### src/hdl/otm_pkg.sv
// Shared types and constants for the OS timer match unit.
// Used by every module of the block; depends on nothing.
`default_nettype none

package otm_pkg;

    // Number of match registers fitted (1 to 4).
    localparam int NUM_MATCH = 4;

    localparam int DATA_W   = 32;
    localparam int OFFSET_W = 5;
    localparam int IDX_W    = 3;
    localparam int STATUS_W = 4;

    // Depth of the command queue between front and back.
    localparam int QUEUE_DEPTH = 2;
    localparam int QPTR_W      = (QUEUE_DEPTH > 1) ? $clog2(QUEUE_DEPTH) : 1;
    localparam int QCNT_W      = $clog2(QUEUE_DEPTH + 1);

    // Bus opcodes.
    localparam logic [1:0] OP_TICK  = 2'd0;
    localparam logic [1:0] OP_READ  = 2'd1;
    localparam logic [1:0] OP_WRITE = 2'd2;

    // Register word indexes.
    localparam logic [IDX_W-1:0] REG_COUNT  = 3'd4;
    localparam logic [IDX_W-1:0] REG_STATUS = 3'd5;
    localparam logic [IDX_W-1:0] REG_WDOG   = 3'd6;
    localparam logic [IDX_W-1:0] REG_IRQEN  = 3'd7;

    localparam logic [DATA_W-1:0] UNALIGNED_VALUE = 32'hdeadbeef;

    // Classified command kinds.
    typedef enum logic [2:0] {
        K_TICK,
        K_READ,
        K_WRITE,
        K_BAD_READ,
        K_NOP
    } t_kind;

    typedef struct packed {
        t_kind             kind;
        logic [IDX_W-1:0]  idx;
        logic [DATA_W-1:0] data;
    } t_cmd;

    typedef struct packed {
        logic full;
        logic empty;
    } t_q_status;

endpackage

`default_nettype wire

### src/hdl/os_timer_match_unit.sv
// Each item passes through the queue, then the output register, before its result is valid.
// Throughput: one item per cycle; a two-entry queue absorbs output stalls before ready drops.
// Every item executes against the register file; four match compares run in parallel.
// Reset (synchronous, active low) clears all timer registers, the queue and the output valid.
// Depends on otm_pkg, otm_front, otm_queue and otm_back.
`default_nettype none

module os_timer_match_unit (
    input  wire logic                         i_clk,
    input  wire logic                         i_rst_n,
    input  wire logic                         i_in_valid,
    output logic                              o_in_ready,
    input  wire logic [1:0]                   i_in_opcode,
    input  wire logic [otm_pkg::OFFSET_W-1:0] i_in_reg_offset,
    input  wire logic [otm_pkg::DATA_W-1:0]   i_in_write_data,
    output logic                              o_out_valid,
    input  wire logic                         i_out_ready,
    output logic [otm_pkg::DATA_W-1:0]        o_out_read_data,
    output logic [otm_pkg::STATUS_W-1:0]      o_out_timer_irq
);

    otm_pkg::t_q_status w_q_status;
    otm_pkg::t_cmd      w_push_cmd;
    otm_pkg::t_cmd      w_head_cmd;
    logic               w_push;
    logic               w_pop;

    // Item classification.
    otm_front u_front (
        .i_in_valid      (i_in_valid),
        .o_in_ready      (o_in_ready),
        .i_in_opcode     (i_in_opcode),
        .i_in_reg_offset (i_in_reg_offset),
        .i_in_write_data (i_in_write_data),
        .i_q_status      (w_q_status),
        .o_push          (w_push),
        .o_cmd           (w_push_cmd)
    );

    // Decoupling queue.
    otm_queue u_queue (
        .i_clk    (i_clk),
        .i_rst_n  (i_rst_n),
        .i_push   (w_push),
        .i_cmd    (w_push_cmd),
        .i_pop    (w_pop),
        .o_cmd    (w_head_cmd),
        .o_status (w_q_status)
    );

    // Register file and execution.
    otm_back u_back (
        .i_clk           (i_clk),
        .i_rst_n         (i_rst_n),
        .i_cmd           (w_head_cmd),
        .i_q_status      (w_q_status),
        .o_pop           (w_pop),
        .o_out_valid     (o_out_valid),
        .i_out_ready     (i_out_ready),
        .o_out_read_data (o_out_read_data),
        .o_out_timer_irq (o_out_timer_irq)
    );

endmodule

`default_nettype wire

### src/hdl/otm_front.sv
// Front end of the OS timer: accepts bus items and classifies them into commands.
// Depends on otm_pkg.
`default_nettype none

module otm_front (
    input  wire logic                         i_in_valid,
    output logic                              o_in_ready,
    input  wire logic [1:0]                   i_in_opcode,
    input  wire logic [otm_pkg::OFFSET_W-1:0] i_in_reg_offset,
    input  wire logic [otm_pkg::DATA_W-1:0]   i_in_write_data,
    input  wire otm_pkg::t_q_status           i_q_status,
    output logic                              o_push,
    output otm_pkg::t_cmd                     o_cmd
);

    logic w_aligned;

    // An item is taken whenever the queue has room.
    assign o_in_ready = !i_q_status.full;
    assign o_push     = i_in_valid && !i_q_status.full;
    assign w_aligned  = (i_in_reg_offset[1:0] == 2'b00);

    // Decode opcode and alignment into a command kind.
    always_comb begin
        o_cmd.idx  = i_in_reg_offset[otm_pkg::OFFSET_W-1:2];
        o_cmd.data = i_in_write_data;
        case (i_in_opcode)
            otm_pkg::OP_TICK:  o_cmd.kind = otm_pkg::K_TICK;
            otm_pkg::OP_READ:  o_cmd.kind = w_aligned ? otm_pkg::K_READ : otm_pkg::K_BAD_READ;
            otm_pkg::OP_WRITE: o_cmd.kind = w_aligned ? otm_pkg::K_WRITE : otm_pkg::K_NOP;
            default:           o_cmd.kind = otm_pkg::K_NOP;
        endcase
    end

endmodule

`default_nettype wire

### src/hdl/otm_queue.sv
// Short command queue that decouples the front end from the back end.
// Depends on otm_pkg.
`default_nettype none

module otm_queue (
    input  wire logic           i_clk,
    input  wire logic           i_rst_n,
    input  wire logic           i_push,
    input  wire otm_pkg::t_cmd  i_cmd,
    input  wire logic           i_pop,
    output otm_pkg::t_cmd       o_cmd,
    output otm_pkg::t_q_status  o_status
);

    otm_pkg::t_cmd                  r_mem [otm_pkg::QUEUE_DEPTH];
    logic [otm_pkg::QPTR_W-1:0]     r_wr_ptr, n_wr_ptr;
    logic [otm_pkg::QPTR_W-1:0]     r_rd_ptr, n_rd_ptr;
    logic [otm_pkg::QCNT_W-1:0]     r_count, n_count;

    localparam logic [otm_pkg::QPTR_W-1:0] LAST_PTR = otm_pkg::QPTR_W'(otm_pkg::QUEUE_DEPTH - 1);
    localparam logic [otm_pkg::QCNT_W-1:0] FULL_CNT = otm_pkg::QCNT_W'(otm_pkg::QUEUE_DEPTH);

    assign o_status.full  = (r_count == FULL_CNT);
    assign o_status.empty = (r_count == '0);
    assign o_cmd          = r_mem[r_rd_ptr];

    // Pointer and fill count updates.
    always_comb begin
        n_wr_ptr = r_wr_ptr;
        n_rd_ptr = r_rd_ptr;
        n_count  = r_count;
        if (i_push) begin
            n_wr_ptr = (r_wr_ptr == LAST_PTR) ? '0 : r_wr_ptr + 1'b1;
        end
        if (i_pop) begin
            n_rd_ptr = (r_rd_ptr == LAST_PTR) ? '0 : r_rd_ptr + 1'b1;
        end
        if (i_push && !i_pop) begin
            n_count = r_count + 1'b1;
        end else if (i_pop && !i_push) begin
            n_count = r_count - 1'b1;
        end
    end

    always_ff @(posedge i_clk) begin
        if (!i_rst_n) begin
            r_wr_ptr <= '0;
            r_rd_ptr <= '0;
            r_count  <= '0;
        end else begin
            r_wr_ptr <= n_wr_ptr;
            r_rd_ptr <= n_rd_ptr;
            r_count  <= n_count;
        end
    end

    // Entry storage needs no reset.
    always_ff @(posedge i_clk) begin
        if (i_push) begin
            r_mem[r_wr_ptr] <= i_cmd;
        end
    end

endmodule

`default_nettype wire

### src/hdl/otm_back.sv
// Back end of the OS timer: holds the register file, executes commands and
// registers each result. Depends on otm_pkg.
`default_nettype none

module otm_back (
    input  wire logic                          i_clk,
    input  wire logic                          i_rst_n,
    input  wire otm_pkg::t_cmd                 i_cmd,
    input  wire otm_pkg::t_q_status            i_q_status,
    output logic                               o_pop,
    output logic                               o_out_valid,
    input  wire logic                          i_out_ready,
    output logic [otm_pkg::DATA_W-1:0]         o_out_read_data,
    output logic [otm_pkg::STATUS_W-1:0]       o_out_timer_irq
);

    logic [otm_pkg::DATA_W-1:0]   r_match [otm_pkg::NUM_MATCH];
    logic [otm_pkg::DATA_W-1:0]   n_match [otm_pkg::NUM_MATCH];
    logic [otm_pkg::DATA_W-1:0]   r_count, n_count;
    logic [otm_pkg::STATUS_W-1:0] r_status, n_status;
    logic [otm_pkg::DATA_W-1:0]   r_wdog, n_wdog;
    logic [otm_pkg::DATA_W-1:0]   r_irq_en, n_irq_en;
    logic                         r_out_valid, n_out_valid;
    logic [otm_pkg::DATA_W-1:0]   r_rd_data, n_rd_data;
    logic [otm_pkg::STATUS_W-1:0] w_hit;
    logic [otm_pkg::DATA_W-1:0]   w_rd_value;

    // Take a command when the output slot is free or being emptied.
    assign o_pop = !i_q_status.empty && (!r_out_valid || i_out_ready);

    // Parallel compares of the current count against each fitted match register.
    always_comb begin
        w_hit = '0;
        for (int i = 0; i < otm_pkg::NUM_MATCH; i++) begin
            w_hit[i] = (r_match[i] == r_count);
        end
    end

    // Register read selection.
    always_comb begin
        w_rd_value = '0;
        case (i_cmd.idx)
            otm_pkg::REG_COUNT:  w_rd_value = r_count;
            otm_pkg::REG_STATUS: w_rd_value = {{(otm_pkg::DATA_W-otm_pkg::STATUS_W){1'b0}},
                                               r_status};
            otm_pkg::REG_WDOG:   w_rd_value = r_wdog;
            otm_pkg::REG_IRQEN:  w_rd_value = r_irq_en;
            default: begin
                for (int i = 0; i < otm_pkg::NUM_MATCH; i++) begin
                    if (i_cmd.idx == otm_pkg::IDX_W'(i)) begin
                        w_rd_value = r_match[i];
                    end
                end
            end
        endcase
    end

    // Command execution and next result.
    always_comb begin
        n_match     = r_match;
        n_count     = r_count;
        n_status    = r_status;
        n_wdog      = r_wdog;
        n_irq_en    = r_irq_en;
        n_rd_data   = r_rd_data;
        n_out_valid = r_out_valid;
        if (o_pop) begin
            n_out_valid = 1'b1;
            n_rd_data   = '0;
            case (i_cmd.kind)
                otm_pkg::K_TICK: begin
                    n_count  = r_count + 1'b1;
                    n_status = r_status | (w_hit & r_irq_en[otm_pkg::STATUS_W-1:0]);
                end
                otm_pkg::K_READ: begin
                    n_rd_data = w_rd_value;
                end
                otm_pkg::K_BAD_READ: begin
                    n_rd_data = otm_pkg::UNALIGNED_VALUE;
                end
                otm_pkg::K_WRITE: begin
                    case (i_cmd.idx)
                        otm_pkg::REG_COUNT:  n_count = i_cmd.data;
                        otm_pkg::REG_STATUS: n_status = r_status &
                                                 ~i_cmd.data[otm_pkg::STATUS_W-1:0];
                        otm_pkg::REG_WDOG:   n_wdog = i_cmd.data;
                        otm_pkg::REG_IRQEN:  n_irq_en = i_cmd.data;
                        default: begin
                            // Writes to absent match slots are dropped.
                            for (int i = 0; i < otm_pkg::NUM_MATCH; i++) begin
                                if (i_cmd.idx == otm_pkg::IDX_W'(i)) begin
                                    n_match[i] = i_cmd.data;
                                end
                            end
                        end
                    endcase
                end
                default: begin
                end
            endcase
        end else if (i_out_ready) begin
            n_out_valid = 1'b0;
        end
    end

    always_ff @(posedge i_clk) begin
        if (!i_rst_n) begin
            for (int i = 0; i < otm_pkg::NUM_MATCH; i++) begin
                r_match[i] <= '0;
            end
            r_count     <= '0;
            r_status    <= '0;
            r_wdog      <= '0;
            r_irq_en    <= '0;
            r_out_valid <= 1'b0;
        end else begin
            r_match     <= n_match;
            r_count     <= n_count;
            r_status    <= n_status;
            r_wdog      <= n_wdog;
            r_irq_en    <= n_irq_en;
            r_out_valid <= n_out_valid;
        end
    end

    // Result payload, loaded with each executed command.
    always_ff @(posedge i_clk) begin
        r_rd_data <= n_rd_data;
    end

    assign o_out_valid     = r_out_valid;
    assign o_out_read_data = r_rd_data;
    // The status register is only written together with a result, so it
    // always matches the result being presented.
    assign o_out_timer_irq = r_status;

endmodule

`default_nettype wire

### config.mk
export PLATFORM = sky130hd
export DESIGN_NAME = os_timer_match_unit
export DESIGN_NICKNAME = d
export VERILOG_FILES = /design/src/hdl/otm_pkg.sv /design/src/hdl/os_timer_match_unit.sv /design/src/hdl/otm_front.sv /design/src/hdl/otm_queue.sv /design/src/hdl/otm_back.sv
export SDC_FILE = /design/constraint.sdc
export NUM_CORES = 1
export LEC_CHECK = 0
export ABC_CLOCK_PERIOD_IN_PS = 4000
export BUFFER_PORTS_ARGS = -buffer_cell sky130_fd_sc_hd__buf_2
export CORE_MARGIN = 10
export CORE_UTILIZATION = 45
export CTS_CLUSTER_SIZE = 20
export DETAILED_ROUTE_END_ITERATION = 16
export SYNTH_ARGS = -nofsm -noshare
export SYNTH_HDL_FRONTEND = slang
export SYNTH_HIERARCHICAL = 1
export SYNTH_SLANG_ARGS = --single-unit
### constraint.sdc
create_clock -name i_clk -period 4 [get_ports i_clk]
set_clock_uncertainty 0.1 [all_clocks]
set_input_delay 0.2 -clock i_clk [delete_from_list [all_inputs] [get_ports i_clk]]
set_output_delay 0.2 -clock i_clk [all_outputs]
set_load 0.02 [all_outputs]
==> flow_summary.yaml <==
outcome:
  status: "finished clean"
power:
  combPwrFrac: 0.296
  p_leak_nw: 6.689
  p_per_area_mw_per_mm2: 589.2
  peakVddDrop_v: 0.0004126
  switching_share: 0.3647
  p_sw_w: 0.004039
  p_clk_frac: 0.321
  p_int_w: 0.007034
  pwr-share-seq: 0.383
  power_w: 0.01107
setup_path:
  crit_type: "flip-flop to flip-flop"
  crit_fanout: 37
  startpoint_type: "flip-flop"
  r2r_end: "u_back/o_out_timer_irq[3]$_SDFFE_PN0P_"
  arrival_ns: 3.71
  crit_required_ns: 4.38
  ff2ff_path_depth: 7
  end_kind: "flip-flop"
  r2r_slack_ns: 0.68
cells_and_area:
  fillers: 3424
  multi_input_area_mm2: 0.007709
  stdcell_area_mm2: 0.01879
  area_delta_synth_final_pct: 13.52
  regArea_mm2: 0.007929
  drive_above_1_share: 0.1665
  num_antenna_cells: 0
  nNetsFinal: 1906
grt:
  grt_max_degree: 109
  grt_pass1_vias: 13450
  overflow: 0
  antenna_found_initial: 0
  grt_pass1_wl_um: 90650
  grtUsageTotal: 0.2705
synthesis:
  syn_inst: 1839
  synth_fp_nets: 1884
  synth_common_cells: "431 x nand2_1, 242 x a21oi_1, 234 x dfxtp_1, 122 x clkbuf_1, 108 x edfxtp_1"
  syn_area_mm2: 0.01655
  synth-edff-count: 108
  seq_area_frac_synth: 0.4789
  synth_flop_cell: "dfxtp_1"
  synth_cell_types: 75
  synth_seq_cells: 342
  synth_area_per_cell_um2: 9.002
  async_reset_ff_frac: 0
  yosysWarningCount: 6
  yosysTopAreaCellShare: 0.2830
  yosysMostFrequentCell: "nand2_1"
  ys_top_cells_by_area: "dfxtp_1 28%, edfxtp_1 20%, nand2_1 9.8%"
  synth.largest_area_cell: "dfxtp_1"
floorplan:
  rows: 70
  start_util: 0.4544
  die_x_um: 211.8
  fp.dieArea_mm2: 0.04486
  die_y_um: 211.8
  core_area_mm2: 0.03643
  io-pin-count: 81
route:
  drt-initial-drc-count: 1673
  drc: 0
  drt-pass1-iter-count: 6
  wirelength_um: 61450
  wl_per_cell_um: 26.04
  vias: 14300
  ant_nets: 0
  via_per_inst: 6.061
timing:
  setup_viol: 0
  relSlewSlack: 0.1874
  min_period_ns: 3.324
  worst_pin_slew_ns: 1.219
  timing.final.crit_share: 0.8310
  rsz0062_at_grt: "no"
  setup_tns_ns: 0
  max_freq_mhz: 300.8
  hold_viol_final: 0
  layout_setup_ws_ns: 0.6758
  report.final.slew_viol_count: 0
clock_tree:
  cts_sinks: 342
  cts_buffers: 39
  hold_buffers: 42
  clk_pin_slew_worst_paths_ns: 0.06
  cts_buffer_depth: 3
  postCtsSetupBuffers: 0
  clock_latency_ns: 0.57
  post_cts_resized: 0
  cts_tree: "yes"
  h-tree-depth: 2
  cts_root_buffer: "clkbuf_16"
hold_path:
  min_to: "u_queue/r_wr_ptr$_SDFFE_PN0P_"
  hold_path_depth: 4
  hold_start: "i_in_valid"
  hold_path_class: "input pin to flip-flop"
placement:
  pre_cts_slack_ns: 0.7369
  dpl_cell_area_mm2: 0.01712
  portBuffers: 80
  gp_congestion: 0.9722
  dp_hpwl_um: 42730
job:
  drv_cap: 0
-- critical path, stage by stage (launching register included) --
cell and delay (ns):
dfxtp_2 0.40, mux2_2 0.54, or3b_1 0.49, a2111oi_4 0.36, buf_4 0.42, nand3_1 0.31, or3_1 0.45, o21ai_0 0.17
-- final cells by class --
class	count	share of cell area
clock buffers	53	0.05752
flip-flops and latches	342	0.4219
well taps	468	0.03116
repair buffers	177	0.06764
inverters	12	0.002663
clock inverters	19	0.008921
multi-input cells	1289	0.4102
-- power by group through the flow --
stage / Sequential, W / Combinational [W] / Clock [W]
2_1_floorplan: 0.00441 / 0.00178 / 0
5_1_grt: 0.00427 / 0.00343 / 0.00374
6_report: 0.00424 / 0.00328 / 0.00355
4_1_cts: 0.00424 / 0.00324 / 0.00361
3_3_place_gp: 0.00430 / 0.00318 / 0
3_5_place_dp: 0.00430 / 0.00319 / 0
-- state kept, by name (all words and copies together) (netlist names), 2 cells and up, named ones only --
signal and cells:
u_back/o_out_read_data 32, u_back/o_out_timer_irq 4, u_back/r_count 32, u_back/r_irq_en 32
u_back/r_match 128, u_back/r_wdog 32, u_queue/r_count 2, u_queue/r_mem 76
-- per-layer routing --
| metal | track usage | vias to the layer above | part of all wire |
|---|---|---|---|
| met5 | 0 | - | 0 |
| met2 | 0.4113 | 719 | 0.45 |
| met4 | 0.1416 | 0 | 0.053 |
| met3 | 0.05161 | 150 | 0.089 |
| li1 | - | 6470 | - |
| met1 | 0.3584 | 6965 | 0.41 |
-- layout by cell type, fill, tap and decap left out, types with 25 or more instances in the layout --
| cell | count |
|---|---|
| edfxtp_1 | 108 |
| o21ai_0 | 47 |
| a21oi_1 | 242 |
| nor2_1 | 44 |
| dfxtp_1 | 233 |
| buf_2 | 80 |
| buf_4 | 52 |
| nand2_1 | 431 |
| o22ai_1 | 33 |
| clkbuf_16 | 41 |
| xor2_1 | 61 |
| dlygate4sd3_1 | 42 |
| nand3_1 | 31 |
| nand4_1 | 27 |
| xnor2_1 | 65 |
| mux2_2 | 95 |
| a221oi_1 | 25 |
-- cell families after synthesis --
family | after synthesis | synth area share
and+or+nand+nor | 619 | 0.1611
AOI/OAI and AO/OA | 440 | 0.1615
DFF | 342 | 0.4789
buffers and inverters | 208 | 0.05805
xor gates and xnor gates | 126 | 0.06666
muxes | 102 | 0.07225
adders and majority gates | 2 | 0.001511
-- how the worst max path moves through the flow --
stage	from	to	slack, ns	cells after the start
final	flip-flop	u_back/o_out_timer_irq[3]$_SDFFE_PN0P_	0.68	7
after global routing	flip-flop	u_back/o_out_timer_irq[3]$_SDFFE_PN0P_	0.51	7
after CTS	flip-flop	u_back/o_out_timer_irq[3]$_SDFFE_PN0P_	0.71	7
after detailed placement	flip-flop	u_back/o_out_timer_irq[3]$_SDFFE_PN0P_	0.74	7
after global placement	flip-flop	u_back/r_count[28]$_SDFFE_PN0P_	0.79	7
after floorplan	u_back/o_out_valid$_SDFFE_PN0P_	u_queue/r_count[1]$_SDFFE_PN0P_	0.73	7
-- metrics by stage --
stage	hold WS (ns)	util	cells
2_1_floorplan	0.2175	-	1839
3_3_place_gp	0.2885	0.4700	2246
3_5_place_dp	0.2907	0.4700	2246
4_1_cts	0.04391	0.5158	2360
5_1_grt	0.1122	0.5158	2360
6_report	0.05389	0.5158	2360
(Power assumes the default switching activity.)
